--- src/design/lps_pkg.sv ---
`timescale 1ns / 1ps
`default_nettype none
package lps_pkg;

	localparam int MAX_N       = 65536;
	localparam int PRIME_SLOTS = 8192;

	localparam int NUM_W  = 16;                    // number field
	localparam int LIM_W  = 17;                    // limit register
	localparam int ADDR_W = $clog2(MAX_N);         // mark store index
	localparam int PI_W   = $clog2(PRIME_SLOTS);   // prime list index
	localparam int CNT_W  = PI_W + 1;              // count reaches PRIME_SLOTS
	localparam int PROD_W = 2 * NUM_W;

	localparam logic [LIM_W-1:0] LIMIT_RESET = LIM_W'(65536);
	localparam logic [LIM_W-1:0] MAX_N_LIM   = LIM_W'(MAX_N);
	localparam logic [LIM_W-1:0] FIRST_NUM   = LIM_W'(2);

	localparam logic [1:0] ST_OK  = 2'd0;
	localparam logic [1:0] ST_SEQ = 2'd1;
	localparam logic [1:0] ST_LIM = 2'd2;

	typedef struct packed {
		logic clr_wr;      // clearing pass write, advance address
		logic load_n;      // latch input word
		logic set_status;  // classify the latched word
		logic set_prime;   // word unmarked: flag and append
		logic j_clr;
		logic j_inc;
		logic mul;         // multiply number by fetched prime
		logic mark_wr;     // mark the product composite
		logic div_start;
		logic out_load;    // push result, commit sequence on ok
	} lps_cmd_t;

	typedef struct packed {
		logic clr_last;
		logic bad;         // status is not ok
		logic marked;
		logic j_end;
		logic prod_ge;
		logic div_busy;
		logic rem_zero;
		logic out_free;
	} lps_sts_t;

endpackage
`default_nettype wire

--- src/design/lps_ctrl.sv ---
`timescale 1ns / 1ps
`default_nettype none
module lps_ctrl (
	input  wire                clk,
	input  wire                arst_n,
	input  wire                in_valid,
	output logic               in_stall,
	input  lps_pkg::lps_sts_t  sts,
	output lps_pkg::lps_cmd_t  cmd
);
	import lps_pkg::*;

	typedef enum logic [7:0] {
		S_CLEAR  = 8'b0000_0001,
		S_IDLE   = 8'b0000_0010,
		S_CHECK  = 8'b0000_0100,
		S_MARK   = 8'b0000_1000,
		S_FETCH  = 8'b0001_0000,
		S_MUL    = 8'b0010_0000,
		S_PROD   = 8'b0100_0000,
		S_DIV    = 8'b1000_0000
	} st_t;

	st_t state_q, state_d;
	logic report_q, report_d;   // waiting to push the result

	always_ff @(posedge clk or negedge arst_n) begin
		if (!arst_n) begin
			state_q  <= S_CLEAR;
			report_q <= 1'b0;
		end else begin
			state_q  <= state_d;
			report_q <= report_d;
		end
	end

	always_comb begin
		state_d  = state_q;
		report_d = report_q;
		cmd      = '0;
		in_stall = 1'b1;
		if (report_q) begin
			if (sts.out_free) begin
				cmd.out_load = 1'b1;
				report_d     = 1'b0;
				state_d      = S_IDLE;
			end
		end else begin
			case (state_q)
				S_CLEAR: begin
					cmd.clr_wr = 1'b1;
					if (sts.clr_last) state_d = S_IDLE;
				end
				S_IDLE: begin
					in_stall = 1'b0;
					if (in_valid) begin
						cmd.load_n = 1'b1;
						state_d    = S_CHECK;
					end
				end
				S_CHECK: begin
					cmd.set_status = 1'b1;
					state_d        = S_MARK;
				end
				S_MARK: begin
					if (sts.bad) begin
						report_d = 1'b1;
					end else begin
						cmd.set_prime = !sts.marked;
						cmd.j_clr     = 1'b1;
						state_d       = S_FETCH;
					end
				end
				S_FETCH: begin
					if (sts.j_end) report_d = 1'b1;
					else state_d = S_MUL;
				end
				S_MUL: begin
					cmd.mul = 1'b1;
					state_d = S_PROD;
				end
				S_PROD: begin
					if (sts.prod_ge) begin
						report_d = 1'b1;
					end else begin
						cmd.mark_wr   = 1'b1;
						cmd.div_start = 1'b1;
						state_d       = S_DIV;
					end
				end
				S_DIV: begin
					if (!sts.div_busy) begin
						if (sts.rem_zero) begin
							report_d = 1'b1;
						end else begin
							cmd.j_inc = 1'b1;
							state_d   = S_FETCH;
						end
					end
				end
				default: state_d = S_IDLE;
			endcase
		end
	end

	a_stall_busy: assert property (@(posedge clk) disable iff (!arst_n)
		report_q |-> in_stall)
		else $error("input taken while a result is pending");
	a_no_cmd_clear: assert property (@(posedge clk) disable iff (!arst_n)
		(state_q == S_CLEAR) |-> (!cmd.mark_wr && !cmd.out_load))
		else $error("work during clearing pass");
	a_div_wait: assert property (@(posedge clk) disable iff (!arst_n)
		cmd.div_start |=> sts.div_busy)
		else $error("divider did not start");

endmodule
`default_nettype wire

--- config.mk ---
export PLATFORM = sky130hd
export DESIGN_NAME = lps_ctrl
export DESIGN_NICKNAME = d
export VERILOG_FILES = /design/src/design/lps_pkg.sv /design/src/design/lps_ctrl.sv
export SDC_FILE = /design/constraint.sdc
export NUM_CORES = 1
export LEC_CHECK = 0
export ABC_AREA = 1
export ABC_CLOCK_PERIOD_IN_PS = 2600
export BUFFER_PORTS_ARGS = -buffer_cell sky130_fd_sc_hd__buf_4
export CORE_MARGIN = 4
export CORE_UTILIZATION = 56
export CTS_CLUSTER_DIAMETER = 100
export DETAILED_ROUTE_END_ITERATION = 8
export PLACE_DENSITY = 0.83
export SYNTH_ARGS = -nofsm -noshare
export SYNTH_HDL_FRONTEND = slang
export SYNTH_SLANG_ARGS = --single-unit
--- constraint.sdc ---
create_clock -name clk -period 2.6 [get_ports clk]
set_input_delay 0.13 -clock clk [delete_from_list [all_inputs] [get_ports clk]]
set_output_delay 0.13 -clock clk [all_outputs]
set_load 0.1 [all_outputs]
Yosys cells after proc, flatten, opt, wreduce, memory -nomap -nowiden

Cells that the tools add are included.

Register bits after elaboration: 9
Bits of input ports: 11
Output and inout bits: 11
Word-level logic and storage cells: 55

Equal/unequal tests: 16
Muxes and demuxes: 35
Reductions and logical operators: 2

Operators by type and width:

| operator                                       | number |
|---|---|
| two-way mux 8 bit                              | 9 |
| one-hot mux 8 bit (8 select lines)             | 1 |
| != test 3 bit (second input constant)          | 7 |
| two-way mux 1 bit                              | 19 |
| two-way mux 9 bit                              | 1 |
| == test 8 x 1 -> 1 bit (second input constant) | 1 |
| == test 8 x 2 -> 1 bit (second input constant) | 1 |
| == test 8 x 3 -> 1 bit (second input constant) | 1 |
| == test 8 x 4 -> 1 bit (second input constant) | 1 |
| == test 8 x 5 -> 1 bit (second input constant) | 1 |
| == test 8 x 6 -> 1 bit (second input constant) | 1 |
| == test 8 x 7 -> 1 bit (second input constant) | 1 |
| == test 8 bit (second input constant)          | 1 |
| two-way mux 2 bit                              | 4 |
| AND reduction 8 bit                            | 1 |
| one-hot mux 1 bit (4 select lines)             | 1 |
| != test 2 bit (second input constant)          | 1 |
| zero test 1 bit                                | 1 |

Depth between registers and ports, before layout

Gate-level depths: netlist (run 1).

Depth in word-level cells: 4
Gate-level depth with buffers: 10
Gate-level depth less buffers: 10

Worst setup path after synthesis (run 1)

Ideal clock, no wire load.

Path type: register -> output
Start: reg state_q[3]
End: out cmd[4] in the netlist's numbering
Data arrival time: 3.560 ns
Required time: 2.470 ns
Path slack: -1.090 ns
Stages on the path, launching flop included: 6
Buffers on the path: 0
Cell sequence: dfrtp_1 > nor2_1 > nand2_1 > inv_2 > nand2_1 > nor4_1

RTL lines:

| element                  | line           | RTL |
|---|---|---|
| start: declaration       | lps_ctrl.sv:24 | `st_t state_q, state_d;` |
| start signal: assignment | lps_ctrl.sv:32 | `state_q <= state_d;` |
| end: declaration         | lps_ctrl.sv:9  | `output lps_pkg::lps_cmd_t cmd` |

==> results of run 1 <==
-- per-layer routing --
| metal | share of wire | track usage | routed length [um] |
|---|---|---|---|
| met1 | 0.41 | 0.262 | 804 |
| met2 | 0.49 | 0.340 | 950 |
| met3 | 0.074 | 0.0263 | 144 |
| met4 | 0.025 | 0.113 | 48 |
| met5 | 0 | 0 | 0 |
-- state kept, by name, indices dropped and copies added (netlist names) --
register / count
state_q: 8
report_q: 1
-- per-stage QoR --
stage / setup TNS (ps) / util / std cells / hold WS, ps
5_1_grt: 0 / 0.722 / 182 / 149
6_report: 0 / 0.722 / 182 / 164
3_5_place_dp: 0 / 0.698 / 177 / -46.9
4_1_cts: 0 / 0.722 / 182 / 149
3_3_place_gp: 0 / 0.698 / 177 / -46.3
2_1_floorplan: -957 / - / 142 / -166
-- final cells by class --
class,instances,area [um^2]
Multi-Input combinational cell,103,542
Fill cell,120,419
Sequential cell,9,226
Timing Repair Buffer,22,168
Inverter,28,105
Clock buffer,4,26.3
Tap cell,16,20.0
-- cells in the final DEF, fill, tap and decap left out, drive strengths merged --
cell / netlist / routed
inv: 28 / 28
nor2: 33 / 33
buf: 2 / 21
dfstp: 1 / 1
clkbuf: 0 / 4
nor4: 2 / 2
or2: 1 / 1
nand2: 50 / 50
nor3: 2 / 2
o21ai: 4 / 4
a21oi: 1 / 1
nand3: 10 / 10
dlygate4sd3: 0 / 1
dfrtp: 8 / 8
-- power by group through the flow --
stage	Sequential [mW]	Combinational [mW]	Clock (mW)
after floorplan	0.214	0.778	0
after global placement	0.240	0.896	0
after detailed placement	0.245	0.913	0
after CTS	0.241	0.915	0.104
after global routing	0.250	1.00	0.111
final	0.244	0.909	0.0979
-- worst register-to-register path: stages (launching register included) --
cell and delay, ps:
dfrtp_1 700, inv_1 160, or2_1 290, nand2_2 100, nor2_4 50, nand2_4 90, nand2_1 60, nand2_1 70
-- synthesized netlist by cell type, drive strengths merged --
master,n,area [um^2]
or2,1,6.26
dfstp,1,26.3
a21oi,1,5.00
dfrtp,8,200
nand3,10,75.1
buf,2,18.8
inv,28,105
nor4,2,18.8
nand2,50,223
o21ai,4,20.0
nor3,2,10.0
nor2,33,178
-- final timing paths --
path | cells after the start | endpoint | startpoint
worst min-delay path | 3 | state_q[2] | in_valid
min in group asynchronous | 2 | state_q[3] | arst_n
worst max-delay path | 10 | cmd[8] | state_q[5]
max in group asynchronous | 2 | state_q[0] | arst_n
worst max register to register | 7 | state_q[2] | report_q
worst min register to register | 2 | state_q[0] | state_q[0]
-- kinds of logic after synthesis --
kind of cell | Yosys count | share of synthesized area
AO/OA/AOI/OAI | 5 | 0.0282
buffers and inverters | 30 | 0.140
AND/OR/NAND/NOR | 98 | 0.576
flip-flops | 9 | 0.256
-- what timing repair did --
action | 4_1_cts | 5_1_grt
setup buffers | 0 | 0
resized for setup | 0 | 0
hold buffers | 1 | 0
hold endpoints to repair | 9 | 0
==> results_dict.tcl, run 1 <==
set metrics [dict create \
    period_minus_slack_ps 1860 \
    power_frac_seq 0.195 \
    max-cap-violations 0 \
    ir_drop_mv 0.863 \
    grt_start_max_net_pins 16 \
    dr.pass1.iters 4 \
    cts-htree-levels 1 \
    core_um2 1510 \
    clk_latency_ps 250 \
    fp-row-count 14 \
    ys_warn_count 0 \
    crit_slowest_cell "dfrtp_1" \
    endpoint_kind "primary output" \
    hp-class "in2reg" \
    crit_family "buffers and inverters" \
    start_util 0.588 \
    synthDistinctLibCells 22 \
    drc 0 \
    post_drt_wl_per_cell_um 10.7 \
    clockBufferDepth 2 \
    final-hold-violation-count 0 \
    grt_pass1_vias 809 \
    syn-num-nets 153 \
    tightest_slew_ps 581 \
    die_h_um 47.8 \
    num_vias 918 \
    powerDensity_nw_per_um2 1150 \
    io_buffers 21 \
    rsz0062_at_grt "no" \
    path_cells "inv_2 > nand2_4 > nor2_8 > inv_2 > nor2_4 > inv_2 > nor2_2 > nand2_1 > inv_1 > buf_4" \
    relSlewSlack 0.613 \
    cts_num_sinks 9 \
    viasPerCell 5.04 \
    p_total_mw 1.25 \
    start_kind "flip-flop" \
    netSwitchingPower_uw 764 \
    antenna_found_initial 0 \
    fin_ws_ps 745 \
    crit_fanout 7 \
    dpl-instance-area_um2 1050 \
    hpwlAfterDp_um 1660 \
    synth-seq-area-share 0.256 \
    critPathRequiredTime_ps 2470 \
    internal_power_uw 488 \
    p_clk_frac 0.078 \
    place_congestion 0.874 \
    io_pins 22 \
    status "finished, final reports clean" \
    dp_slack_ps 1010 \
    drt_iter0_drc 16 \
    cts_buffers 3 \
    drive_gt1_frac 0.337 \
    routed_wl_um 1950 \
    crit_buf_inv 5 \
    slew_viol_final 0 \
    ys_seq_elements 9 \
    grt_overflow 0 \
    grt_pass1_wl_um 3330 \
    setup_viol 0 \
    grt_usage 0.207 \
    syn2layout_area_growth_pct 22.7 \
    nets 178 \
    r2r_slack_ps 1000 \
    cts_tree "done" \
    die_area_um2 2280 \
    path_common_cell "inv_2" \
    critPathArrivalTime_ps 1730 \
    switching_share 0.610 \
    leakagePower_nw 0.640 \
    period_share 0.714 \
    synth_area_um2 886 \
    diodes 0 \
    fmax_mhz 539 \
    max_stage_delay_ps 420 \
    worstSetupPathType "reg2out" \
    cts_root_buf "clkbuf_4" \
    syn_avg_cell_area_um2 6.24 \
    stdcell_area_um2 1090 \
    syn-instance-count 142 \
    cts.clk_slew.worst_paths_ps 50 \
    die_w_um 47.8 \
    final_antenna_net_count 0 \
    fin_skew_ps 2.01 \
    p_comb_frac 0.727 \
]
Power figures use the tool's default switching activity.
==> run 2: changes to the inputs <==
--- a/config.mk
+++ b/config.mk
@@ -6,13 +6,13 @@
 export NUM_CORES = 1
 export LEC_CHECK = 0
 export ABC_AREA = 1
-export ABC_CLOCK_PERIOD_IN_PS = 2600
+export ABC_CLOCK_PERIOD_IN_PS = 1500
 export BUFFER_PORTS_ARGS = -buffer_cell sky130_fd_sc_hd__buf_4
 export CORE_MARGIN = 4
-export CORE_UTILIZATION = 56
+export CORE_UTILIZATION = 47
 export CTS_CLUSTER_DIAMETER = 100
 export DETAILED_ROUTE_END_ITERATION = 8
-export PLACE_DENSITY = 0.83
+export PLACE_DENSITY = 0.75
 export SYNTH_ARGS = -nofsm -noshare
 export SYNTH_HDL_FRONTEND = slang
 export SYNTH_SLANG_ARGS = --single-unit
==> constraint.sdc (replaced) <==
create_clock -name clk -period 1.5 [get_ports clk]
set_input_delay 0.075 -clock clk [delete_from_list [all_inputs] [get_ports clk]]
set_output_delay 0.075 -clock clk [all_outputs]
set_load 0.1 [all_outputs]
==> results_dict.tcl, run 2 (synthesis results as in run 1) <==
set metrics [dict create \
    hold_depth 3 \
    final-hold-violation-count 0 \
    final_antenna_net_count 0 \
    tightest_slew_ps 280 \
    cts_tree "done" \
    endpoint_kind "primary output" \
    hp-class "in2reg" \
    core_um2 1760 \
    grt_pass1_vias 937 \
    place_congestion 0.856 \
    fp-row-count 15 \
    crit_slowest_cell "dfrtp_1" \
    whs_ps 65.5 \
    cts_num_sinks 9 \
    nets 195 \
    critPathRequiredTime_ps 1420 \
    start_util 0.502 \
    drive_gt1_frac 0.519 \
    path_cells "inv_2 > nand2_4 > nor2_8 > inv_2 > nor2_4 > inv_4 > nor2_4 > nand2_2 > clkinvlp_4 > buf_12" \
    period_minus_slack_ps 1720 \
    reg.largest.list "state_q (8), report_q (1)" \
    final_cell_mix "33 x nand2_1, 26 x buf_4, 19 x nor2_1, 15 x inv_1, 12 x nand2_2" \
    num_vias 1054 \
    violations "design-rule violations, negative setup slack" \
    dp_slack_ps -14.6 \
    die_w_um 51.4 \
    worstSetupPathType "reg2out" \
    syn2layout_area_growth_pct 65.4 \
    fin_skew_ps 12.4 \
    reg2reg_from "state_q[5]" \
    cts.clk_slew.worst_paths_ps 70 \
    clk_latency_ps 270 \
    die_h_um 51.4 \
    grt_usage 0.212 \
    powerDensity_nw_per_um2 2030 \
    largest_register_ff_count 8 \
    max_stage_delay_ps 400 \
    max-cap-violations 0 \
    relSlewSlack 0.815 \
    cts_root_buf "clkbuf_4" \
    rsz0062_at_grt "yes" \
    antenna_found_initial 0 \
    post_drt_wl_per_cell_um 14.2 \
    grt_overflow 0 \
    crit_fanout 4 \
    clockBufferDepth 2 \
    start_kind "flip-flop" \
    reg2regPathDepth 10 \
    grt_pass1_wl_um 4130 \
    mostFrequentLayoutCell "nand2_1" \
    grt_start_max_net_pins 11 \
    io_pins 22 \
    stdcell_area_um2 1470 \
    slew_viol_final 0 \
    diodes 0 \
    top_register "state_q" \
    viasPerCell 5.07 \
    r2r-end "state_q[5]" \
    fin_ws_ps -224 \
    dr.pass1.iters 6 \
    die_area_um2 2640 \
    dpl-instance-area_um2 1180 \
    hpwlAfterDp_um 1740 \
    period_share 1.15 \
    cts_buffers 3 \
    finalSetupTns_ps -2250 \
    cts-htree-levels 1 \
    drt_iter0_drc 62 \
    min_to "state_q[2]" \
    setup_viol 17 \
    leakagePower_nw 0.746 \
    hold_start "in_valid" \
    io_buffers 21 \
    routed_wl_um 2960 \
    status "finished with violations" \
    fmax_mhz 580 \
    final_util 0.830 \
    r2r_slack_ps -100 \
    critPathArrivalTime_ps 1650 \
    drc 2 \
    nFillCells 115 \
    ir_drop_mv 1.75 \
]
## run 2: changes by cell type in the layout (fill, tap and decap cells not counted), sizes merged
cell	previous run	this run
inv	28	25
buf	21	38
clkinvlp	0	3
## run 2: how the worst max path moves through the flow
stage | to | depth (start not counted) | start
after floorplan | cmd[6] | 7 | state_q[4]
after global placement | cmd[8] | 10 | state_q[7]
after detailed placement | cmd[8] | 10 | state_q[7]
after CTS | cmd[8] | 10 | state_q[4]
after global routing | cmd[6] | 6 | state_q[1]
final | cmd[8] | 10 | state_q[5]
## run 2: layer usage
layer | wire length (um) | GRT usage
met1 | 1160 | 0.261
met2 | 1480 | 0.356
met3 | 192 | 0.0758
met4 | 127 | 0.0349
met5 | 0 | 0
## run 2: stage by stage
| step | total power, mW | instances |
|---|---|---|
| after floorplan | 1.81 | 142 |
| after global placement | 2.17 | 194 |
| after detailed placement | 2.20 | 194 |
| after CTS | 2.64 | 204 |
| after global routing | 3.12 | 208 |
| final | 2.97 | 208 |
## run 2: cell type report
type / count / area [um^2] / share of cell area
Sequential cell: 9 / 226 / 0.155
Timing Repair Buffer: 39 / 410 / 0.280
Multi-Input combinational cell: 103 / 652 / 0.445
Inverter: 28 / 119 / 0.0811
Clock buffer: 4 / 26.3 / 0.0179
Tap cell: 25 / 31.3 / 0.0213
## run 2: what timing repair did
action,4_1_cts,5_1_grt
pin swaps,2,7
hold buffers,1,0
hold endpoints to repair,9,0
setup endpoints to repair,10,18
buffers inserted,5,5
resized for setup,33,18
## run 2: report_power, final
group          total (mW)  internal [mW]  switching [mW]
combinational        2.41          0.853            1.56
sequential          0.363          0.310          0.0530
clock               0.197          0.103          0.0938
## run 2: worst max-delay path, delay by kind of cell, from the launching register on
kind          cells  cell delay, ps
simple gates      5             500
buf+inv           5             480
flops             1             400
